[src/rtl/core/cfvp_pkg.sv]
package cfvp_pkg;

  localparam int unsigned FrameLength = 128;
  localparam int unsigned PosW        = $clog2(FrameLength);
  localparam int unsigned WalkW       = 10;
  localparam int unsigned CfgIdxW     = 3;

  localparam logic [7:0] SeqResetHost = 8'h81;
  localparam logic [7:0] SeqResetDev  = 8'h80;
  localparam logic [7:0] SeqStart     = 8'h01;
  localparam logic [7:0] NullId       = 8'h00;
  localparam logic [7:0] HeaderReset  = 8'h53;

  typedef enum logic [1:0] {
    ST_OK      = 2'd0,
    ST_BAD_HDR = 2'd1,
    ST_BAD_SUM = 2'd2,
    ST_BAD_SEQ = 2'd3
  } status_e;

  typedef enum logic [CfgIdxW-1:0] {
    REG_HEADER = 3'd0,
    REG_MASK0  = 3'd1,
    REG_MASK1  = 3'd2,
    REG_MASK2  = 3'd3,
    REG_MASK3  = 3'd4
  } reg_idx_e;

  typedef struct packed {
    logic [7:0] rx_byte;
    logic       frame_start;
  } in_t;

  typedef struct packed {
    logic        kind;
    logic [1:0]  frame_status;
    logic [7:0]  sequence_number;
    logic [7:0]  cmd_id;
    logic [7:0]  cmd_len;
    logic [63:0] chunk_data;
    logic [3:0]  chunk_bytes;
    logic        last_of_command;
    logic        last_of_frame;
  } out_t;

  // One finished frame handed from front to back
  typedef struct packed {
    logic       bank;
    status_e    status;
    logic [7:0] seq;
    logic [7:0] ncmd;
  } job_t;

  // Frame store write port driven by the front
  typedef struct packed {
    logic            en;
    logic [PosW:0]   addr;
    logic [7:0]      data;
  } mem_wr_t;

endpackage

[src/rtl/core/cfvp_front.sv]
module cfvp_front (
  input  logic             clk_i,
  input  logic             rst_ni,
  input  logic             in_valid_i,
  output logic             in_ready_o,
  input  cfvp_pkg::in_t    in_data_i,
  input  logic [7:0]       header_id_i,
  input  logic             q_full_i,
  output logic             push_o,
  output cfvp_pkg::job_t   job_o,
  output cfvp_pkg::mem_wr_t wr_o
);
  import cfvp_pkg::*;

  logic [PosW-1:0] pos_q, pos_d, p;
  logic [7:0]      sum_q, sum_d, s, b;
  logic [7:0]      seq_q, seq_d;
  logic [7:0]      hdr_q, seqb_q, ncmd_q;
  logic            bank_q;
  logic            acc, last;
  status_e         st;

  assign in_ready_o = !q_full_i;
  assign acc  = in_valid_i && in_ready_o;
  assign b    = in_data_i.rx_byte;
  assign p    = in_data_i.frame_start ? '0 : pos_q;
  assign s    = in_data_i.frame_start ? '0 : sum_q;
  assign last = (p == PosW'(FrameLength - 1));

  // Frame checks and sequence rule at the last byte
  always_comb begin
    st    = ST_OK;
    seq_d = seq_q;
    if (hdr_q != header_id_i) begin
      st = ST_BAD_HDR;
    end else if (b != s) begin
      st = ST_BAD_SUM;
    end else if (seqb_q == SeqResetHost && seq_q == SeqResetDev) begin
      seq_d = SeqStart;
    end else if (seqb_q == SeqResetHost) begin
      seq_d = SeqResetDev;
    end else if (seqb_q[7] || seqb_q == seq_q) begin
      st = ST_BAD_SEQ;
    end else begin
      seq_d = seqb_q;
    end
  end

  assign pos_d = last ? '0 : p + PosW'(1);
  assign sum_d = last ? '0 : s + b;

  assign wr_o.en   = acc;
  assign wr_o.addr = {bank_q, p};
  assign wr_o.data = b;

  assign push_o      = acc && last;
  assign job_o.bank   = bank_q;
  assign job_o.status = st;
  assign job_o.seq    = seq_d;
  assign job_o.ncmd   = ncmd_q;

  always_ff @(posedge clk_i or negedge rst_ni) begin
    if (!rst_ni) begin
      pos_q  <= '0;
      sum_q  <= '0;
      seq_q  <= '0;
      bank_q <= 1'b0;
    end else if (acc) begin
      pos_q <= pos_d;
      sum_q <= sum_d;
      if (last) begin
        seq_q  <= seq_d;
        bank_q <= !bank_q;
      end
    end
  end

  // Header, sequence and count bytes kept aside
  always_ff @(posedge clk_i) begin
    if (acc) begin
      if (p == PosW'(0)) hdr_q  <= b;
      if (p == PosW'(1)) seqb_q <= b;
      if (p == PosW'(2)) ncmd_q <= b;
    end
  end

endmodule

[src/rtl/core/cfvp_queue.sv]
module cfvp_queue (
  input  logic           clk_i,
  input  logic           rst_ni,
  input  logic           push_i,
  input  cfvp_pkg::job_t job_i,
  output logic           full_o,
  output logic           valid_o,
  output cfvp_pkg::job_t job_o,
  input  logic           pop_i
);
  import cfvp_pkg::*;

  job_t       ent_q [2];
  logic       wp_q, rp_q;
  logic [1:0] cnt_q;

  assign full_o  = (cnt_q == 2'd2);
  assign valid_o = (cnt_q != 2'd0);
  assign job_o   = ent_q[rp_q];

  always_ff @(posedge clk_i or negedge rst_ni) begin
    if (!rst_ni) begin
      wp_q  <= 1'b0;
      rp_q  <= 1'b0;
      cnt_q <= '0;
    end else begin
      if (push_i) wp_q <= !wp_q;
      if (pop_i)  rp_q <= !rp_q;
      cnt_q <= cnt_q + 2'(push_i) - 2'(pop_i);
    end
  end

  always_ff @(posedge clk_i) begin
    if (push_i) ent_q[wp_q] <= job_i;
  end

endmodule

[src/rtl/core/cfvp_back.sv]
module cfvp_back (
  input  logic              clk_i,
  input  logic              rst_ni,
  input  cfvp_pkg::mem_wr_t wr_i,
  input  logic              q_valid_i,
  input  cfvp_pkg::job_t    q_job_i,
  output logic              pop_o,
  input  logic [255:0]      mask_i,
  output logic              out_valid_o,
  input  logic              out_ready_i,
  output cfvp_pkg::out_t    out_data_o
);
  import cfvp_pkg::*;

  typedef enum logic [7:0] {
    S_IDLE  = 8'b0000_0001,
    S_CMD   = 8'b0000_0010,
    S_ID    = 8'b0000_0100,
    S_LEN   = 8'b0000_1000,
    S_SUM   = 8'b0001_0000,
    S_DATA  = 8'b0010_0000,
    S_EMIT  = 8'b0100_0000,
    S_FLUSH = 8'b1000_0000
  } state_e;

  localparam logic [WalkW-1:0] WalkEnd = WalkW'(FrameLength - 2);

  // Double-banked frame store
  logic [7:0]  mem_q [2*FrameLength];
  logic [7:0]  rdata_q;
  logic [WalkW-1:0] raddr;

  state_e state_q, state_d;
  logic [WalkW-1:0] a_q, a_d, ptr_q, ptr_d;
  logic [7:0]  c_q, c_d, id_q, id_d, len_q, len_d, cs_q, cs_d, off_q, off_d;
  logic [3:0]  cnt_q, cnt_d;
  logic [63:0] data_q, data_d;
  logic [WalkW-1:0] cs_pos;
  out_t  out_q, pend_q, res, fin;
  logic  out_v_q, pend_v_q;
  logic  out_free, can_emit, emit, flush;

  always_ff @(posedge clk_i) begin
    if (wr_i.en) mem_q[wr_i.addr] <= wr_i.data;
    rdata_q <= mem_q[{q_job_i.bank, raddr[PosW-1:0]}];
  end

  assign out_free = !out_v_q || out_ready_i;
  assign can_emit = !pend_v_q || out_free;
  assign cs_pos   = a_q + WalkW'(len_q) + WalkW'(2);

  // Command walk
  always_comb begin
    state_d = state_q;
    a_d = a_q; ptr_d = ptr_q; c_d = c_q; id_d = id_q; len_d = len_q;
    cs_d = cs_q; off_d = off_q; cnt_d = cnt_q; data_d = data_q;
    raddr = '0;
    emit  = 1'b0;
    flush = 1'b0;
    pop_o = 1'b0;
    res   = '0;
    res.sequence_number = q_job_i.seq;
    unique case (state_q)
      S_IDLE: begin
        res.frame_status = q_job_i.status;
        if (q_valid_i && can_emit) begin
          emit = 1'b1;
          a_d  = WalkW'(3);
          c_d  = '0;
          state_d = (q_job_i.status == ST_OK) ? S_CMD : S_FLUSH;
        end
      end
      S_CMD: begin
        raddr = a_q;
        if (c_q == q_job_i.ncmd || a_q + WalkW'(1) > WalkEnd) state_d = S_FLUSH;
        else state_d = S_ID;
      end
      S_ID: begin
        id_d  = rdata_q;
        raddr = a_q + WalkW'(1);
        state_d = S_LEN;
      end
      S_LEN: begin
        len_d = rdata_q;
        if (a_q + WalkW'(rdata_q) + WalkW'(2) > WalkEnd) begin
          state_d = S_FLUSH;
        end else begin
          cs_d  = id_q + rdata_q;
          ptr_d = a_q + WalkW'(2);
          raddr = a_q + WalkW'(2);
          state_d = S_SUM;
        end
      end
      S_SUM: begin
        if (ptr_q == cs_pos) begin
          if (rdata_q == cs_q && id_q != NullId && mask_i[id_q]) begin
            off_d = '0; cnt_d = '0; data_d = '0;
            raddr = a_q + WalkW'(2);
            state_d = (len_q == 8'd0) ? S_EMIT : S_DATA;
          end else begin
            a_d = a_q + WalkW'(len_q) + WalkW'(3);
            c_d = c_q + 8'd1;
            state_d = S_CMD;
          end
        end else begin
          cs_d  = cs_q + rdata_q;
          ptr_d = ptr_q + WalkW'(1);
          raddr = ptr_q + WalkW'(1);
        end
      end
      S_DATA: begin
        data_d[8*cnt_q[2:0] +: 8] = rdata_q;
        cnt_d = cnt_q + 4'd1;
        off_d = off_q + 8'd1;
        raddr = a_q + WalkW'(2) + WalkW'(off_q) + WalkW'(1);
        if (cnt_q == 4'd7 || off_q + 8'd1 == len_q) state_d = S_EMIT;
      end
      S_EMIT: begin
        res.kind            = 1'b1;
        res.cmd_id          = id_q;
        res.cmd_len         = len_q;
        res.chunk_data      = data_q;
        res.chunk_bytes     = cnt_q;
        res.last_of_command = (off_q == len_q);
        raddr = a_q + WalkW'(2) + WalkW'(off_q);
        if (can_emit) begin
          emit = 1'b1;
          data_d = '0;
          cnt_d  = '0;
          if (off_q != len_q) begin
            state_d = S_DATA;
          end else begin
            a_d = a_q + WalkW'(len_q) + WalkW'(3);
            c_d = c_q + 8'd1;
            state_d = S_CMD;
          end
        end
      end
      S_FLUSH: begin
        if (out_free) begin
          flush = 1'b1;
          pop_o = 1'b1;
          state_d = S_IDLE;
        end
      end
      default: state_d = S_IDLE;
    endcase
  end

  // Pending result marked as the end of its frame
  always_comb begin
    fin = pend_q;
    fin.last_of_frame = 1'b1;
  end

  always_ff @(posedge clk_i or negedge rst_ni) begin
    if (!rst_ni) begin
      state_q  <= S_IDLE;
      out_v_q  <= 1'b0;
      pend_v_q <= 1'b0;
    end else begin
      state_q <= state_d;
      if (emit) begin
        pend_v_q <= 1'b1;
        if (pend_v_q)         out_v_q <= 1'b1;
        else if (out_ready_i) out_v_q <= 1'b0;
      end else if (flush) begin
        pend_v_q <= 1'b0;
        out_v_q  <= 1'b1;
      end else if (out_ready_i) begin
        out_v_q <= 1'b0;
      end
    end
  end

  // Pending result waits until we know whether it ends the frame
  always_ff @(posedge clk_i) begin
    a_q <= a_d; ptr_q <= ptr_d; c_q <= c_d; id_q <= id_d; len_q <= len_d;
    cs_q <= cs_d; off_q <= off_d; cnt_q <= cnt_d; data_q <= data_d;
    if (emit) begin
      pend_q <= res;
      if (pend_v_q) out_q <= pend_q;
    end else if (flush) begin
      out_q <= fin;
    end
  end

  assign out_valid_o = out_v_q;
  assign out_data_o  = out_q;

endmodule

[src/rtl/core/command_frame_validator_parser.sv]
// Channel  | Direction | Handshake              | Beat
// in       | input     | in_valid_i/in_ready_o  | in_data_i (rx_byte, frame_start)
// out      | output    | out_valid_o/out_ready_i| out_data_o (one result)
// cfg      | input     | cfg_valid_i/cfg_ready_o| cfg_index_i, cfg_data_i
//
// Bytes are taken one per cycle while the two-entry frame queue has room;
// the frame store has two banks, so one frame loads while the previous one
// is walked. A command is checked by reading its id, length, data and sum;
// an emitted command is then read out in chunks of up to eight bytes. A long
// walk can fill the queue, and then the input stalls. Reset clears all
// control state; the frame store needs no clearing. cfg is always ready.
module command_frame_validator_parser (
  input  logic                           clk_i,
  input  logic                           rst_ni,
  input  logic                           in_valid_i,
  output logic                           in_ready_o,
  input  cfvp_pkg::in_t                  in_data_i,
  output logic                           out_valid_o,
  input  logic                           out_ready_i,
  output cfvp_pkg::out_t                 out_data_o,
  input  logic                           cfg_valid_i,
  output logic                           cfg_ready_o,
  input  logic [cfvp_pkg::CfgIdxW-1:0]   cfg_index_i,
  input  logic [63:0]                    cfg_data_i
);
  import cfvp_pkg::*;

  logic [7:0]   header_q;
  logic [255:0] mask_q;
  logic         q_full, q_valid, push, pop;
  job_t         job_in, job_head;
  mem_wr_t      wr;

  // Configuration registers
  assign cfg_ready_o = 1'b1;
  always_ff @(posedge clk_i or negedge rst_ni) begin
    if (!rst_ni) begin
      header_q <= HeaderReset;
      mask_q   <= '0;
    end else if (cfg_valid_i) begin
      case (cfg_index_i)
        REG_HEADER: header_q        <= cfg_data_i[7:0];
        REG_MASK0:  mask_q[63:0]    <= cfg_data_i;
        REG_MASK1:  mask_q[127:64]  <= cfg_data_i;
        REG_MASK2:  mask_q[191:128] <= cfg_data_i;
        REG_MASK3:  mask_q[255:192] <= cfg_data_i;
        default: ;
      endcase
    end
  end

  cfvp_front u_front (
    .clk_i, .rst_ni, .in_valid_i, .in_ready_o, .in_data_i,
    .header_id_i(header_q), .q_full_i(q_full), .push_o(push),
    .job_o(job_in), .wr_o(wr)
  );

  cfvp_queue u_queue (
    .clk_i, .rst_ni, .push_i(push), .job_i(job_in), .full_o(q_full),
    .valid_o(q_valid), .job_o(job_head), .pop_i(pop)
  );

  cfvp_back u_back (
    .clk_i, .rst_ni, .wr_i(wr), .q_valid_i(q_valid), .q_job_i(job_head),
    .pop_o(pop), .mask_i(mask_q), .out_valid_o, .out_ready_i, .out_data_o
  );

endmodule

[config.mk]
export PLATFORM = sky130hd
export DESIGN_NAME = command_frame_validator_parser
export DESIGN_NICKNAME = d
export VERILOG_FILES = /design/src/rtl/core/cfvp_pkg.sv /design/src/rtl/core/cfvp_front.sv /design/src/rtl/core/cfvp_queue.sv /design/src/rtl/core/cfvp_back.sv /design/src/rtl/core/command_frame_validator_parser.sv
export SDC_FILE = /design/constraint.sdc
export NUM_CORES = 2
export LEC_CHECK = 0
export ABC_AREA = 1
export BUFFER_PORTS_ARGS = -buffer_cell sky130_fd_sc_hd__buf_2
export CORE_MARGIN = 2
export CORE_UTILIZATION = 45
export CTS_BUF_LIST = sky130_fd_sc_hd__clkbuf_4
export DETAILED_ROUTE_END_ITERATION = 8
export PLACE_DENSITY = 0.56
export REMOVE_ABC_BUFFERS = 1
export SETUP_SLACK_MARGIN = 0.15
export SLEW_MARGIN = 20
export SYNTH_ARGS = -nofsm -noshare
export SYNTH_HDL_FRONTEND = slang
export SYNTH_SLANG_ARGS = --single-unit
[constraint.sdc]
create_clock -name clk_i -period 9.45 [get_ports clk_i]
set_input_delay 1.4175 -clock clk_i [delete_from_list [all_inputs] [get_ports clk_i]]
set_output_delay 1.4175 -clock clk_i [all_outputs]
set_load 0.01 [all_outputs]
==> impl_metrics.toml <==
[drt]
viasPerCell = 5.50
first_iter_violations = 9492
wl_mm = 366
drtAntennaViolNets = 0
drc_errors = 0
wl_per_cell_um = 21.8
num_vias = 92400
dr.pass1.iters = 6

[power_and_ir_drop]
p_seq_frac = 0.482
swShare = 0.301
p_comb_frac = 0.174
clock_power_share = 0.344
leakagePower_nw = 57.0
p_sw_w = 0.00906
p_int_w = 0.0210
powerDensity_nw_per_um2 = 218
peakVddDrop_mv = 0.134

[timing]
setup_tns_ns = 0
fmax_ghz = 0.123
period_needed_ns = 8.12
relSlewSlack = 0.157
worst_clock_skew_ns = 0.132
hold_violations = 0
drv_slew = 0
rsz0062_at_grt = "false"
worst_pin_slew_ns = 1.26
setup_viol = 0
min_period_over_period = 0.859

[clocking]
post-cts-setup-buffer-count = 0
cts_made_buffers = 718
cts-resized-gates = 0
cts_buffer_depth = 4
cts_tree = "yes"
cts.sinks = 2741
clock-root-buffer = "clkbuf_4"
hold_buffers = 1
clk_latency_ns = 1.60
clkSlewWorstSetupHoldPaths_ns = 0.07
ctsHtreeMaxLevel = 6

[floorplanning]
die_area_um2 = 281000
die_h_um = 530
placementRows = 193
coreArea_um2 = 276000
pin_count = 181
initial_core_util = 0.452
die_w_um = 530

[min_path]
hold_class = "primary input to flop"

[yosys]
async_reset_ff_frac = 0.110
synth-edff-count = 2431
synth_area_um2 = 125000
synth_mux_area_frac = 0.000161
synth-compound-area-share = 0.0378
yosysUniqueCellTypes = 60
avgSynthCellArea_um2 = 10.1
ys_seq_elements = 2741
synthSimpleGateAreaFrac = 0.205
synth_top_family_by_area = "simple AND/OR/NAND/NOR gates"
synthCells = 12300
ys.flop_type = "edfxtp_1"
synth_adder_area_share = 0.00743
synth-xor-area-share = 0.00584
yosysWarnings = 0
yosysSeqAreaShare = 0.648

[run_status]
status = "finished, final reports clean"

[cells_and_area]
seq_area_um2 = 80700
layout_commonest_cell = "edfxtp_1"
drive_gt1_frac = 0.122
final_cell_mix = "edfxtp_1, inv_1, nand3_1"
area_growth_pct = 10.5
final.fill_count = 25400
nets = 12700
finalNonFillerCells = 16800
multi_input_area_um2 = 32300

[critical_path]
cp-end-kind = "flop"
critPathRequiredTime_ns = 10.87
start_kind = "flop"
crit_arrival_ns = 9.54
worstPathMaxFanout = 125
path_class = "flop to flop"

[place]
portBuffers = 179
place.gp.congestion = 0.889
numPlacedInstances = 15500
dpl.hpwl_mm = 209

[global_routing]
grt_overflow = 0
antenna_found_initial = 9
grt_usage = 0.256
grt_pass1_vias = 89200
grt_pass1_wl_mm = 553
grt_max_degree = 197

[flow_run]
drv_cap = 0
## per-layer routing
| layer | GRT usage | vias to the layer above | wire length, um | part of all wire |
|---|---|---|---|---|
| met5 | 0 | - | 50 | 0.00014 |
| met4 | 0.0961 | 8 | 12900 | 0.035 |
| met1 | 0.356 | 44800 | 155000 | 0.42 |
| li1 | - | 42700 | - | - |
| met2 | 0.401 | 4125 | 168000 | 0.46 |
| met3 | 0.0438 | 670 | 30100 | 0.082 |
## registers in the layout, summed over array words and instances, names as in the netlist, 10 cells and up
name               flops
u_back.mem_q        2048
u_back.ptr_q          10
mask_q               256
u_back.fin            96
u_back.data_q         64
u_queue.ent_q         38
u_back.a_q            10
u_back.out_data_o     97
## synthesized netlist by cell type (all sizes together) (56+ instances only)
cell	count	share of area
o211ai	107	0.0064
nand3	2001	0.081
buf	399	0.016
nor3	56	0.0022
xor2	58	0.0042
inv	2228	0.067
nor2	665	0.020
o21ai	571	0.023
edfxtp	2431	0.59
dfrtp	297	0.060
a21oi	139	0.0056
clkbuf	411	0.012
nand4	856	0.043
nand2	1887	0.057
ha	66	0.0066
## through the flow
stage          utilization  setup slack [ns]  hold WS, ns  power, W  cell area (um2)
6_report             0.499              1.33        0.184    0.0301           138000
3_3_place_gp         0.466              1.66        0.406    0.0199           129000
5_1_grt              0.499             0.893        0.101    0.0315           138000
2_1_floorplan            -            -54.75        0.400    0.0183           121000
3_5_place_dp         0.466              1.69        0.405    0.0200           129000
4_1_cts              0.499              1.65       0.0334    0.0303           138000
## layout make-up
type	count	share of cell area
Sequential cell	2741	0.586
Antenna cell	6	0.000109
Clock inverter	152	0.00673
Clock buffer	1086	0.0592
Inverter	2231	0.0609
Timing Repair Buffer	348	0.0192
Tap cell	3705	0.0337
Multi-Input combinational cell	6525	0.234
## worst max-delay path, cell delays in order, from the launching register on
cell,delay [ns]
edfxtp_1,0.32
buf_4,0.50
clkinv_2,0.39
buf_4,0.45
buf_4,0.36
o21ai_0,0.28
nand3_1,0.14
nand3_1,0.11
nand2_1,0.07
nand3_1,0.09
nand3_1,0.09
nand3_1,0.10
nand2_1,0.18
nand2_1,0.21
nor2_1,0.13
nand2_8,0.63
buf_4,0.97
buf_4,0.87
nand4_1,0.21
nand3_1,0.17
nand3_1,0.10
nand3_1,0.15
nand3_1,0.09
nand3_1,0.28
nand3_1,0.46
nand3_1,0.27
nand2_1,0.07
## power groups by stage
| stage | sequential [W] | clock [W] | combinational [W] |
|---|---|---|---|
| floorplan | 0.0149 | 0 | 0.00344 |
| CTS | 0.0145 | 0.0106 | 0.00522 |
| global placement | 0.0148 | 0 | 0.00512 |
| global route | 0.0146 | 0.0112 | 0.00575 |
| finish | 0.0145 | 0.0104 | 0.00522 |
| detailed placement | 0.0148 | 0 | 0.00520 |
## final timing paths
check,start,to,slack [ns],cells past startpoint
max,u_back.id_q[0],u_back.rdata_q[3],1.33,26
max reg2reg,u_back.id_q[0],u_back.rdata_q[3],1.33,26
max in group asynchronous,rst_ni,u_front.seq_q[3],7.45,3
min in group asynchronous,rst_ni,mask_q[124],0.53,2
min reg2reg,u_back.fin[89],u_back.out_data_o[89],0.38,0
min,cfg_data_i[24],mask_q[24],0.18,3
## cells by family after synthesis
family | after synthesis
AOI/OAI and AO/OA | 862
xor gates and xnor gates | 81
adders and majority gates | 71
buffers and inverters | 3041
DFF | 2741
muxes | 2
other | 1
and+or+nand+nor | 5508
Note: power is estimated with default switching activity, not from simulation.
